[src/design/imu_angle_frame_parser_unit_macros.svh]
// assertion helpers for the parser rtl
`ifndef IMU_ANGLE_FRAME_PARSER_UNIT_MACROS_SVH
`define IMU_ANGLE_FRAME_PARSER_UNIT_MACROS_SVH

// implication property checked on every rising clock edge outside reset
`define AFP_ASSERT(lbl, prop, msg) \
  lbl: assert property (@(posedge clk_i) disable iff (!rst_ni) (prop)) else $error(msg);

// same check, but for a plain condition that must hold at every edge
`define AFP_ASSERT_ALWAYS(lbl, cond, msg) \
  `AFP_ASSERT(lbl, 1'b1 |-> (cond), msg)

`endif

[src/design/imu_afp_pkg.sv]
`default_nettype none

package imu_afp_pkg;

  localparam logic [7:0]  FrameHeader   = 8'h55;
  localparam logic [7:0]  AngleType     = 8'h53;
  localparam logic [5:0]  LastPosition  = 6'd32;  // position of the checksum byte
  localparam logic [5:0]  PositionLimit = 6'd34;
  localparam logic [5:0]  SumFirst      = 6'd22;
  localparam logic [5:0]  SumLast       = 6'd31;
  localparam logic [5:0]  TypePosition  = 6'd23;
  localparam logic [5:0]  CaptureFirst  = 6'd24;
  localparam int unsigned CaptureCount  = 6;
  localparam logic [15:0] HalfTurnQ7    = 16'd23040;

  typedef struct packed {
    logic [15:0] yaw;
    logic [15:0] pitch;
    logic [15:0] roll;
    logic        updated;
    logic        valid;
  } result_t;

  // floor((raw + 32768) * 45 / 64), raw taken as a signed little-endian word
  function automatic logic [15:0] scale_angle(logic [7:0] lo, logic [7:0] hi);
    logic [21:0] biased;
    logic [21:0] prod;
    biased = {6'd0, ({hi, lo} ^ 16'h8000)};
    prod   = (biased << 5) + (biased << 3) + (biased << 2) + biased;
    return prod[21:6];
  endfunction

endpackage

`default_nettype wire

[src/design/imu_angle_frame_parser_unit.sv]
// imu angle frame parser
// slave channel: one received serial byte per beat in s_axis_tdata_i, with
// s_axis_tlast_i marking the last byte of a burst. a 33-byte burst whose
// first byte is 0x55 and whose last byte equals the mod-256 sum of bytes
// 22..31 is a valid frame; with type byte 0x53 the roll, pitch and yaw words
// in bytes 24..29 are scaled to q9.7 degrees (signed; yaw unsigned, wrapped 0..360).
// master channel: one result beat per tlast byte, none for other bytes.
// tuser carries the valid and updated flags, tdata the stored angles.
// the result beat is registered from its tlast byte, into the result register if
// that is free, else into the skid register. throughput: one byte per cycle while
// s_axis_tready_o is high; all the per-byte work (position counter, checksum adder,
// captures, three shift-add scalers) sits between state and result registers.
// the result register is backed by a one-beat skid register, so bytes keep
// flowing while a result waits; s_axis_tready_o drops only when both hold a
// beat, i.e. after two unread results.
// reset clears the position counter, the checksum, the stored angles (to zero) and
// empties the result path; no result is pending after reset.
`default_nettype none

module imu_angle_frame_parser_unit (
  input  wire logic        clk_i,
  input  wire logic        rst_ni,
  input  wire logic        s_axis_tvalid_i,
  output      logic        s_axis_tready_o,
  input  wire logic [7:0]  s_axis_tdata_i,   // [7:0] rx_byte
  input  wire logic        s_axis_tlast_i,   // end_of_frame
  output      logic        m_axis_tvalid_o,
  input  wire logic        m_axis_tready_i,
  output      logic [47:0] m_axis_tdata_o,   // [15:0] roll_angle, [31:16] pitch_angle,
                                             // [47:32] yaw_angle
  output      logic [1:0]  m_axis_tuser_o    // [0] frame_valid, [1] angles_updated
);

  // parser state
  logic [5:0]  pos_q, pos_d;
  logic        header_q, header_d;
  logic [7:0]  sum_q, sum_d;
  logic [7:0]  type_q, type_d;
  logic [7:0]  cap_q [imu_afp_pkg::CaptureCount];
  logic [15:0] roll_q, roll_d;
  logic [15:0] pitch_q, pitch_d;
  logic [15:0] yaw_q, yaw_d;

  // result path: output register plus skid register
  imu_afp_pkg::result_t out_q, skid_q, res;
  logic out_valid_q, skid_valid_q;

  logic        accept;
  logic        produce;
  logic        out_free;
  logic [7:0]  b;
  logic        frame_ok;
  logic        in_capture;
  logic [2:0]  cap_off;
  logic [15:0] roll_s, pitch_s, yaw_s;

  assign b        = s_axis_tdata_i;
  assign accept   = s_axis_tvalid_i && s_axis_tready_o;
  assign produce  = accept && s_axis_tlast_i;
  assign out_free = !out_valid_q || m_axis_tready_i;

  assign in_capture = (pos_q >= imu_afp_pkg::CaptureFirst) &&
                      (pos_q < imu_afp_pkg::CaptureFirst + 6'(imu_afp_pkg::CaptureCount));
  assign cap_off    = 3'(pos_q - imu_afp_pkg::CaptureFirst);

  // scaled magnitudes, offset by half a turn
  assign roll_s  = imu_afp_pkg::scale_angle(cap_q[0], cap_q[1]);
  assign pitch_s = imu_afp_pkg::scale_angle(cap_q[2], cap_q[3]);
  assign yaw_s   = imu_afp_pkg::scale_angle(cap_q[4], cap_q[5]);

  always_comb begin
    pos_d    = pos_q;
    header_d = header_q;
    sum_d    = sum_q;
    type_d   = type_q;
    roll_d   = roll_q;
    pitch_d  = pitch_q;
    yaw_d    = yaw_q;
    frame_ok = 1'b0;
    if (accept) begin
      if (pos_q == 6'd0) begin
        header_d = (b == imu_afp_pkg::FrameHeader);
      end
      if (pos_q >= imu_afp_pkg::SumFirst && pos_q <= imu_afp_pkg::SumLast) begin
        sum_d = sum_q + b;
      end
      if (pos_q == imu_afp_pkg::TypePosition) begin
        type_d = b;
      end
      if (pos_q < imu_afp_pkg::PositionLimit) begin
        pos_d = pos_q + 6'd1;
      end
      if (s_axis_tlast_i) begin
        frame_ok = (pos_q == imu_afp_pkg::LastPosition) && header_d && (b == sum_d);
        if (frame_ok && type_d == imu_afp_pkg::AngleType) begin
          roll_d  = roll_s - imu_afp_pkg::HalfTurnQ7;
          pitch_d = pitch_s - imu_afp_pkg::HalfTurnQ7;
          // negative yaw wraps by a full turn
          yaw_d   = (yaw_s >= imu_afp_pkg::HalfTurnQ7) ? yaw_s - imu_afp_pkg::HalfTurnQ7
                                                       : yaw_s + imu_afp_pkg::HalfTurnQ7;
        end
        pos_d = 6'd0;
        sum_d = 8'd0;
      end
    end
  end

  always_comb begin
    res.valid   = frame_ok;
    res.updated = frame_ok && (type_d == imu_afp_pkg::AngleType);
    res.roll    = roll_d;
    res.pitch   = pitch_d;
    res.yaw     = yaw_d;
  end

  always_ff @(posedge clk_i or negedge rst_ni) begin
    if (!rst_ni) begin
      pos_q    <= '0;
      header_q <= 1'b0;
      sum_q    <= '0;
      type_q   <= '0;
      roll_q   <= '0;
      pitch_q  <= '0;
      yaw_q    <= '0;
    end else begin
      pos_q    <= pos_d;
      header_q <= header_d;
      sum_q    <= sum_d;
      type_q   <= type_d;
      roll_q   <= roll_d;
      pitch_q  <= pitch_d;
      yaw_q    <= yaw_d;
    end
  end

  // captured payload bytes, no reset needed
  always_ff @(posedge clk_i) begin
    if (accept && in_capture) begin
      cap_q[cap_off] <= b;
    end
  end

  // skid control
  always_ff @(posedge clk_i or negedge rst_ni) begin
    if (!rst_ni) begin
      out_valid_q  <= 1'b0;
      skid_valid_q <= 1'b0;
    end else if (out_free) begin
      if (skid_valid_q) begin
        out_valid_q  <= 1'b1;
        skid_valid_q <= produce;
      end else begin
        out_valid_q  <= produce;
      end
    end else if (produce) begin
      skid_valid_q <= 1'b1;
    end
  end

  // result payload
  always_ff @(posedge clk_i) begin
    if (out_free) begin
      if (skid_valid_q) begin
        out_q <= skid_q;
        if (produce) begin
          skid_q <= res;
        end
      end else if (produce) begin
        out_q <= res;
      end
    end else if (produce) begin
      skid_q <= res;
    end
  end

  assign s_axis_tready_o = !skid_valid_q;
  assign m_axis_tvalid_o = out_valid_q;
  assign m_axis_tdata_o  = {out_q.yaw, out_q.pitch, out_q.roll};
  assign m_axis_tuser_o  = {out_q.updated, out_q.valid};

  `include "imu_angle_frame_parser_unit_macros.svh"

  `AFP_ASSERT_ALWAYS(a_skid_behind_out, !skid_valid_q || out_valid_q, "skid full while out empty")
  `AFP_ASSERT_ALWAYS(a_pos_bound, pos_q <= imu_afp_pkg::PositionLimit, "position past limit")
  `AFP_ASSERT(a_updated_needs_valid, out_valid_q && out_q.updated |-> out_q.valid, "update w/o valid")
  `AFP_ASSERT(a_angles_hold, !produce |=> $stable(roll_q) && $stable(yaw_q), "angles moved")
  `AFP_ASSERT(a_tlast_restarts, produce |=> pos_q == 6'd0 && sum_q == 8'd0, "no restart")

endmodule

`default_nettype wire
[config.mk]
export PLATFORM = sky130hd
export DESIGN_NAME = imu_angle_frame_parser_unit
export DESIGN_NICKNAME = d
export VERILOG_FILES = /design/src/design/imu_afp_pkg.sv /design/src/design/imu_angle_frame_parser_unit.sv
export VERILOG_INCLUDE_DIRS = /design/src /design/src/design
export SDC_FILE = /design/constraint.sdc
export NUM_CORES = 1
export LEC_CHECK = 0
export ABC_AREA = 1
export BUFFER_PORTS_ARGS = -buffer_cell sky130_fd_sc_hd__clkbuf_2
export CAP_MARGIN = 20
export CORE_ASPECT_RATIO = 0.75
export CORE_UTILIZATION = 55
export DETAILED_ROUTE_END_ITERATION = 6
export PLACE_DENSITY_LB_ADDON = 0.3
export SLEW_MARGIN = 10
export SYNTH_ARGS = -nofsm -noshare
export SYNTH_HDL_FRONTEND = slang
export SYNTH_SLANG_ARGS = --single-unit
[constraint.sdc]
create_clock -name clk_i -period 11.45 [get_ports clk_i]
set_clock_uncertainty 0.05 [all_clocks]
set_input_delay 0.5725 -clock clk_i [delete_from_list [all_inputs] [get_ports clk_i]]
set_output_delay 0.5725 -clock clk_i [all_outputs]
set_load 0.01 [all_outputs]
Yosys cells after proc, flatten, opt, wreduce, memory -nomap -nowiden. Memory sizes are Yosys's and may differ from the RTL's. Cells that the tools add are included. Widths: inputs -> output; s select.

Register bits: 173. Memory bits (writable): 48. Bits of input ports: 13. Output and inout port bits: 52. Logic and storage cells: 103. Memories kept: 1.

Memory list: cap_q (depth 6, bits a word 8, read ports 6, clocked after Yosys merged registers in 0, wr ports 1, line imu_angle_frame_parser_unit.sv:39) `logic [7:0] cap_q [imu_afp_pkg::CaptureCount];`.

Add/subtract/negate cells: 16. Order comparisons: 6. Equal/unequal tests: 7. Mux-type cells: 33. Bitwise gates (word level): 3. Reductions and logical operators: 18.

Operators with widths (number): $mux 50 (5); $mux 16 (10); $add 21x19->22 (3); $add 22x16->22 (3); $add 22x18->22 (3); $mux 8 (6); $sub 16x15->16 const B (3); $eq 8x7->1 const B (3); $add 16x15->16 const B (1); $ge 16x15->1 const B (1); $ge 6x5->1 const B (2); $mux 6 (2); $mux 1 (10); $logic_and 1x1->1 (9); $add 8x8->8 (1); $eq 8x8->1 (1); $add 6x1->6 const B (1); $eq 6x5->1 const B (1); $eq 6x6->1 const B (1); $le 6x5->1 const B (1); $logic_not 6->1 (1); $lt 6x5->1 const B (1); $lt 6x6->1 const B (1); $reduce_bool 2->1 (3); 6 further kinds (10).

Logic depth before layout (Yosys ltp). Gate-level depths: netlist (run 1).

Depth in word-level cells: 13. Mapped depth: 24. Mapped depth without buffers: 24.

Worst setup path before layout (run 1). No wires, ideal clock.

Path kind: input-to-reg. Start: input s_axis_tvalid_i. End: register out_q, in the netlist m_axis_tdata_o[0], enable pin. Library setup time: 0.458 ns. Arrival time: 3.308 ns. Data required time: 10.942 ns. Path slack: 7.634 ns. Stages on the path: 5. Path buffers: 1. Cells stage by stage: nand2_1 -> clkbuf_1 -> nor2_1 -> nor2_1 -> nor2_1.

Word-level cells in the longest chain between the ends: 4.

Ends and longest elaborated chain: from (decl) (line imu_angle_frame_parser_unit.sv:23) `input wire logic s_axis_tvalid_i,`; $logic_and 1x1->1 (line imu_angle_frame_parser_unit.sv:58) `assign accept = s_axis_tvalid_i && s_axis_tready_o;`; $logic_and 1x1->1 (line imu_angle_frame_parser_unit.sv:59) `assign produce = accept && s_axis_tlast_i;`; $reduce_bool 2->1 (no source line); $reduce_and 2->1 (no source line); to (signal assigned) (line imu_angle_frame_parser_unit.sv:164) `out_q <= skid_q;`; to (signal assigned) (line imu_angle_frame_parser_unit.sv:169) `out_q <= res;`; to (decl) (line imu_angle_frame_parser_unit.sv:45) `imu_afp_pkg::result_t out_q, skid_q, res;`.

No other way between the ends. A chain may end at the register's enable or synchronous reset.

==> results_dict.tcl, run 1 <==
set metrics [dict create \
    areaGrowthSynthToFinish_pct 9.47 \
    cp_data_required_time_ps 11630 \
    drt_pass1_iterations 7 \
    die_width_um 189 \
    io_pins 65 \
    vias 10600 \
    cts_setup_buffers 0 \
    ir_worst_vdd_v 0.000109 \
    cts-root-buf "clkbuf_16" \
    synth_cells 1643 \
    yosys_most_used_dff "edfxtp_1" \
    synth.largest_area_cell "edfxtp_1" \
    synth.top_cells.by_count "nand2_1, inv_1, edfxtp_1" \
    clock_sinks 221 \
    placed_cells_incl_taps 2033 \
    maxCapViolations 0 \
    worstSetupStartpointType "flip-flop" \
    synthMostInstantiatedCell "nand2_1" \
    netlist-cell-type-count 42 \
    run_status "finished, violations left" \
    synth_simple_gate_area_share_pct 21.1 \
    design_area_um2 15800 \
    synth.net_count 1816 \
    yosys-mux-area-fraction_pct 0 \
    die_h_um 142 \
    antenna_violations_before_repair 1 \
    num-fill-cells 2264 \
    wire_length_of_the_first_global_routing_pass_mm 51.0 \
    drt-wirelength-per-cell_um 14.7 \
    worst_pin_slew_ps 832 \
    grt.overflow.total 0 \
    synthAdderAreaFrac_pct 17.9 \
    post-dp-hpwl_mm 22.5 \
    tritoncts "done" \
    synthesis.area_per_instance_um2 8.80 \
    worst-path-buf-inv 3 \
    number_of_instances_resized_during_post_cts_repair 0 \
    yosysSeqAreaShare_pct 43.3 \
    floorplan.die_area_um2 27000 \
    setup_repair_after_global_routing_missed_its_margin "false" \
    setup_total_negative_slack_ps 0 \
    grt_start_max_net_pins 74 \
    cts-hold-fix-buffers 0 \
    number_of_buffers_added_by_the_clock_tree_synthesis_step 22 \
    dp_worst_setup_slack_ps 7160 \
    critical_path.endpoint_type "flip-flop" \
    slowest_cell_on_the_critical_path "fa_1" \
    timing.critical_path.cells "inv_1 -> fa_1 -> fa_1 -> inv_1 -> ha_1 -> nand2_1 -> o21ai_0 -> inv_1 -> o21ai_0 -> nand2_1 -> nand2_1 -> nand3_1 -> nand2_1 -> nand2_1 -> nand2_1 -> nand2_1 -> nand2_1 -> nand2_1 -> nand2_1 -> nand2_1 -> nand2_1 -> o21ai_1" \
    diodes 0 \
    p_leak_uw 0.00760 \
    final.min_clock_period_ps 4360 \
    synth.ff_latch_count 221 \
    finalSetupViolCount 0 \
    portbufs 64 \
    via_count_of_the_first_global_routing_pass 10500 \
    final_hold_viol_count 0 \
    cp-startpoint "cap_q[0][3]" \
    pwr_density_cell_nw_per_um2 107 \
    placementRows 51 \
    gr-usage-all-layers_pct 23.6 \
    cts.reportedPaths.clkPinSlew_ps 60 \
    layoutNonFillerInstCount 2077 \
    failed_checks "design-rule violations" \
    critical_register_to_register_path_startpoint "cap_q[0][3]" \
    initialDrtViolationCount 717 \
    drtAntennaViolNets 0 \
    post-route-worst-setup-slack_ps 7090 \
    hp-class "input port to asynchronous set/reset pin" \
    yosys.area_share.xor_xnor_pct 2.24 \
    synth_top_cells_by_area "edfxtp_1, dfrtp_1, nand2_1" \
    crit_path_frequent_cell "nand2_1" \
    async_flop_share_pct 33.0 \
    floorplan.core_area_um2 25900 \
    slowest_delay_ps 520 \
    slew-limit-headroom_pct 44.5 \
    cts.htree.levels 1 \
    criticalPathCategory "flip-flop to flip-flop" \
    clock_tree.buffer_depth 3 \
    final.hold.worst_slack_ps 8.52 \
    initial_core_util_pct 55.8 \
    synth_edf_count 148 \
    route.final.wire_length_mm 30.5 \
    ratio_of_routed_vias_to_standard_cells 5.10 \
    final_min_period_over_clock_period_pct 38.0 \
    post-route-drc-count 2 \
    clkLatencyLatePin_ps 510 \
    share_of_layout_cells_above_drive_strength_1_pct 7.62 \
    synth-compound-area-share_pct 5.88 \
    crit_fanout 4 \
    crit_family "adder cells" \
    globalplace.congestion 0.925 \
    fmax_ghz 0.230 \
    synth_top_cell_area_share_pct 30.7 \
    fin_nets 1890 \
    synthesis.area_um2 14500 \
    ys_warn_count 0 \
    final_number_of_max_transition_violations 0 \
    worst_ep_arrival_ps 4540 \
    dpl-instance-area_um2 15100 \
    synth_top_family_by_area "simple AND/OR/NAND/NOR gates" \
]
path summary, 6_finish.rpt:
kind                                           end  slack (ps)  depth (start not counted)
worst max register to register  m_axis_tdata_o[15]        7090                         22
min in group clk_i                    skid_valid_q         390                          4
worst max-delay path            m_axis_tdata_o[15]        7090                         22
worst min-delay path                    roll_q[12]           9                          1
worst min register to register           yaw_q[13]         440                          2
max in group asynchronous               pitch_q[4]       10400                          2
per-layer routing:
layer  wire, um  track usage, %
met5          0               0
met4        493            4.37
met3       1350            2.74
met2      14000            39.5
met1      14600            33.5
registers in the layout, summed over array words and instances, names as in the netlist:
register and cells:
skid_valid_q 1, m_axis_tdata_o 48, skid_q 50, roll_q 16, yaw_q 16, m_axis_tvalid_o 1, type_q 8, sum_q 8
header_q 1, pos_q 6, cap_q 48, pitch_q 16, m_axis_tuser_o 2
cell families after synthesis:
logic type | after synthesis
AOI/OAI and AO/OA | 156
xor gates and xnor gates | 37
adders and majority gates | 160
buffers and inverters | 353
DFF | 221
and+or+nand+nor | 716
layout make-up:
| class | instances | area (um2) | share of cell area [%] |
|---|---|---|---|
| clock buffer | 30 | 633 | 4.00 |
| clock inverter | 10 | 46.3 | 0.292 |
| inverter | 329 | 1230 | 7.80 |
| multi-input combinational | 1069 | 6830 | 43.1 |
| sequential | 221 | 6270 | 39.6 |
| tap | 344 | 430 | 2.72 |
| timing repair buffer | 74 | 388 | 2.45 |
cells in the final DEF (no fill, tap or decap), types with 6 or more instances in the layout:
master / n
a21o_1: 6
a21oi_1: 55
and2_1: 15
buf_4: 7
clkbuf_16: 24
clkbuf_2: 65
clkinv_1: 10
dfrtp_1: 72
edfxtp_1: 148
fa_1: 79
ha_1: 81
inv_1: 324
nand2_1: 476
nand2_2: 7
nand3_1: 99
nand3b_1: 6
nand4_1: 13
nor2_1: 64
nor3_1: 9
o21ai_0: 38
o21ai_1: 31
o21bai_1: 7
o22ai_1: 9
xnor2_1: 17
xor2_1: 20
where the power goes:
| group | leakage [uW] | internal (uW) | total [uW] | switching [uW] |
|---|---|---|---|---|
| logic | 0.00523 | 29.7 | 110 | 80.2 |
| clock network | 0.000324 | 386 | 686 | 300 |
| registers | 0.00205 | 878 | 892 | 13.3 |
| total | 0.00760 | 1290 | 1690 | 393 |
metrics by stage:
stage / utilization [%] / power (uW)
after floorplan: - / 972
after global placement: 58.4 / 1010
after detailed placement: 58.4 / 1020
after CTS: 61.0 / 1700
after global routing: 61.1 / 1740
final: 61.1 / 1690
worst register-to-register path: cells and delay by family, from the launching register on:
kind                     cells  cell delay [ps]
flip-flops                   1              420
adder cells (fa/ha/maj)      3             1330
AND/OR/NAND/NOR             13             1060
buffers and inverters        3              340
AO/OA/AOI/OAI                3              900
Note: power is estimated with default switching activity, not from simulation.
==> run 2: changes to the inputs <==
--- a/config.mk
+++ b/config.mk
@@ -6,7 +6,7 @@
 export SDC_FILE = /design/constraint.sdc
 export NUM_CORES = 1
 export LEC_CHECK = 0
-export ABC_AREA = 1
+export ABC_AREA = 0
 export BUFFER_PORTS_ARGS = -buffer_cell sky130_fd_sc_hd__clkbuf_2
 export CAP_MARGIN = 20
 export CORE_ASPECT_RATIO = 0.75
==> constraint.sdc (replaced) <==
create_clock -name clk_i -period 3.7 [get_ports clk_i]
set_clock_uncertainty 0.05 [all_clocks]
set_input_delay 0.185 -clock clk_i [delete_from_list [all_inputs] [get_ports clk_i]]
set_output_delay 0.185 -clock clk_i [all_outputs]
set_load 0.01 [all_outputs]
==> results_dict.tcl, run 2 <==
set metrics [dict create \
    most_common_library_cell_in_the_layout_ignoring_fill_and_taps "buf_4" \
    cts.htree.levels 1 \
    globalplace.congestion 0.870 \
    critical_path.endpoint_type "flip-flop" \
    synth.top_cells.by_count "inv_1, edfxtp_1, nand2_1" \
    netlist-cell-type-count 91 \
    cell_depth_of_the_worst_flop_to_flop_path 19 \
    fin_nets 1653 \
    critical_path.endpoint "m_axis_tdata_o[31]" \
    failed_checks "negative setup slack" \
    synthesis.area_um2 13600 \
    p_comb_share_pct 5.1 \
    ratio_of_routed_vias_to_standard_cells 5.64 \
    cp-startpoint "cap_q[2][2]" \
    diodes 0 \
    final.hold.worst_slack_ps 29.0 \
    grt_start_max_net_pins 74 \
    synth.net_count 1303 \
    worst-path-buf-inv 3 \
    cts-root-buf "clkbuf_16" \
    clock_tree.buffer_depth 3 \
    grt.overflow.total 0 \
    synth.ff_latch_count 221 \
    post-dp-hpwl_mm 20.9 \
    hp-class "input port to flip-flop" \
    number_of_buffers_added_by_the_clock_tree_synthesis_step 23 \
    die_h_um 138 \
    initial_core_util_pct 56.3 \
    p_leak_uw 0.00838 \
    regToRegSetupSlack_ps -850 \
    route.final.wire_length_mm 36.1 \
    setup_repair_after_global_routing_missed_its_margin "true" \
    synthesis.area_per_instance_um2 12.0 \
    drt_pass1_iterations 5 \
    yosysSeqAreaShare_pct 46.1 \
    wire_length_of_the_first_global_routing_pass_mm 53.6 \
    pwr_density_cell_nw_per_um2 285 \
    floorplan.die_area_um2 25400 \
    synth_top_cell_area_share_pct 32.7 \
    worst_ep_arrival_ps 4780 \
    final_min_period_over_clock_period_pct 123 \
    synth_top_cells_by_area "edfxtp_1, dfrtp_1, fa_1" \
    final_number_of_max_transition_violations 0 \
    number_of_flip_flops_in_the_largest_register 50 \
    switching_power_uw 1190 \
    synth_edf_count 148 \
    dp_worst_setup_slack_ps -758 \
    clockPowerShare_pct 43.6 \
    io_pins 65 \
    ir_worst_vdd_v 0.000385 \
    slowest_cell_on_the_critical_path "fa_1" \
    ys_warn_count 0 \
    cts.reportedPaths.clkPinSlew_ps 70 \
    synth_cells 1130 \
    portbufs 64 \
    post-route-worst-setup-slack_ps -850 \
    regMostFlops "skid_q" \
    criticalPathCategory "flip-flop to flip-flop" \
    yosys_most_used_dff "edfxtp_1" \
    sw_share_pct 22.4 \
    num-fill-cells 1375 \
    clkLatencyLatePin_ps 530 \
    worstSetupStartpointType "flip-flop" \
    tritoncts "done" \
    worst-path-stages 19 \
    synth.largest_area_cell "edfxtp_1" \
    gr-usage-all-layers_pct 26.6 \
    async_flop_share_pct 33.0 \
    hold_path_depth 2 \
    crit_family "adder cells" \
    power_frac_seq_pct 51.3 \
    clock_sinks 221 \
    post-route-drc-count 0 \
    share_of_layout_cells_above_drive_strength_1_pct 45.4 \
    drt-wirelength-per-cell_um 19.8 \
    critical_register_to_register_path_startpoint "cap_q[2][2]" \
    groute.layer.met1.usage_pct 37.0 \
    setup_total_negative_slack_ps -34340 \
    slowest_delay_ps 570 \
    final_hold_viol_count 0 \
    initialDrtViolationCount 728 \
    grt_use_met3_pct 3.13 \
    antenna_violations_before_repair 0 \
    drtAntennaViolNets 0 \
    areaGrowthSynthToFinish_pct 37.2 \
    globalRoute.busiestLayer "met2" \
    maxCapViolations 0 \
    synthMostInstantiatedCell "inv_1" \
    vias 10300 \
    timing.critical_path.cells "inv_2 -> buf_6 -> fa_1 -> fa_1 -> inv_1 -> ha_1 -> a21o_1 -> a21oi_2 -> nand2b_4 -> a31o_4 -> nand2_4 -> a21oi_2 -> xor2_1 -> ha_2 -> nor2_4 -> a21o_1 -> o211ai_1 -> o21ai_2 -> mux2_4" \
    final.min_clock_period_ps 4550 \
    cell_internal_pwr_uw 4130 \
    slew-limit-headroom_pct 36.8 \
    cp_data_required_time_ps 3930 \
    placementRows 49 \
    worst_pin_slew_ps 941 \
    final_core_utilization_pct 77.3 \
    timing.rr.end "m_axis_tdata_o[31]" \
    mostFrequentLayoutCells "buf_4, edfxtp_1, inv_1" \
    die_width_um 184 \
    run_status "finished, violations left" \
    finalSetupViolCount 82 \
    fmax_ghz 0.220 \
    via_count_of_the_first_global_routing_pass 10500 \
    crit_fanout 3 \
    floorplan.core_area_um2 24200 \
    groute.layer.met2.usage_pct 44.1 \
]
## run 2: power groups by stage
stage / combinational [uW] / sequential (uW) / clock [uW]
6_report: 270 / 2730 / 2320
5_1_grt: 292 / 2730 / 2440
4_1_cts: 262 / 2730 / 2350
3_5_place_dp: 257 / 2780 / 0
3_3_place_gp: 252 / 2770 / 0
2_1_floorplan: 106 / 2790 / 0
## run 2: final cells by class
type | count | area (um2) | share of cell area, %
Clock inverter | 13 | 126 | 0.677
Inverter | 149 | 564 | 3.02
Timing Repair Buffer | 346 | 2670 | 14.3
Sequential cell | 221 | 6270 | 33.6
Multi-Input combinational cell | 739 | 8010 | 42.9
Tap cell | 331 | 414 | 2.22
Clock buffer | 29 | 618 | 3.31
## run 2: worst min path at each step
stage	startpoint	end
floorplan	rst_ni	header_q
global placement	rst_ni	pitch_q[14]
detailed placement	rst_ni	pitch_q[14]
CTS	s_axis_tdata_i[0]	cap_q[0][0]
global route	s_axis_tdata_i[0]	cap_q[4][0]
finish	s_axis_tdata_i[0]	cap_q[4][0]
## run 2: kinds of logic after synthesis
logic type      after synthesis  synth area share [%]
xor+xnor                     66                  4.44
compound gates              191                  10.0
mux                          72                  5.90
simple gates                250                  9.57
fa+ha+maj                   160                  19.1
buf+inv                     170                  4.90
flops                       221                  46.1
## run 2: stage by stage
| step | instance area (um2) | power, uW | cells |
|---|---|---|---|
| floorplan | 14100 | 2900 | 1130 |
| global placement | 16300 | 3030 | 1707 |
| detailed placement | 16300 | 3030 | 1707 |
| CTS | 17900 | 5340 | 1795 |
| global route | 18700 | 5470 | 1828 |
| finish | 18700 | 5320 | 1828 |
## run 2: metal layers
layer	routed length [um]	share of wire, %
met1	15100	42
met2	18100	50
met3	1770	4.9
met4	1170	3.2
met5	0	0
## run 2: repair_timing
item / in CTS / in global routing
endpoints found under the hold margin: 74 / 0
buffers inserted: 48 / 38
hold buffers: 2 / 0
pin swaps: 84 / 94
gates resized for setup: 107 / 135
endpoints found under the setup margin: 68 / 95
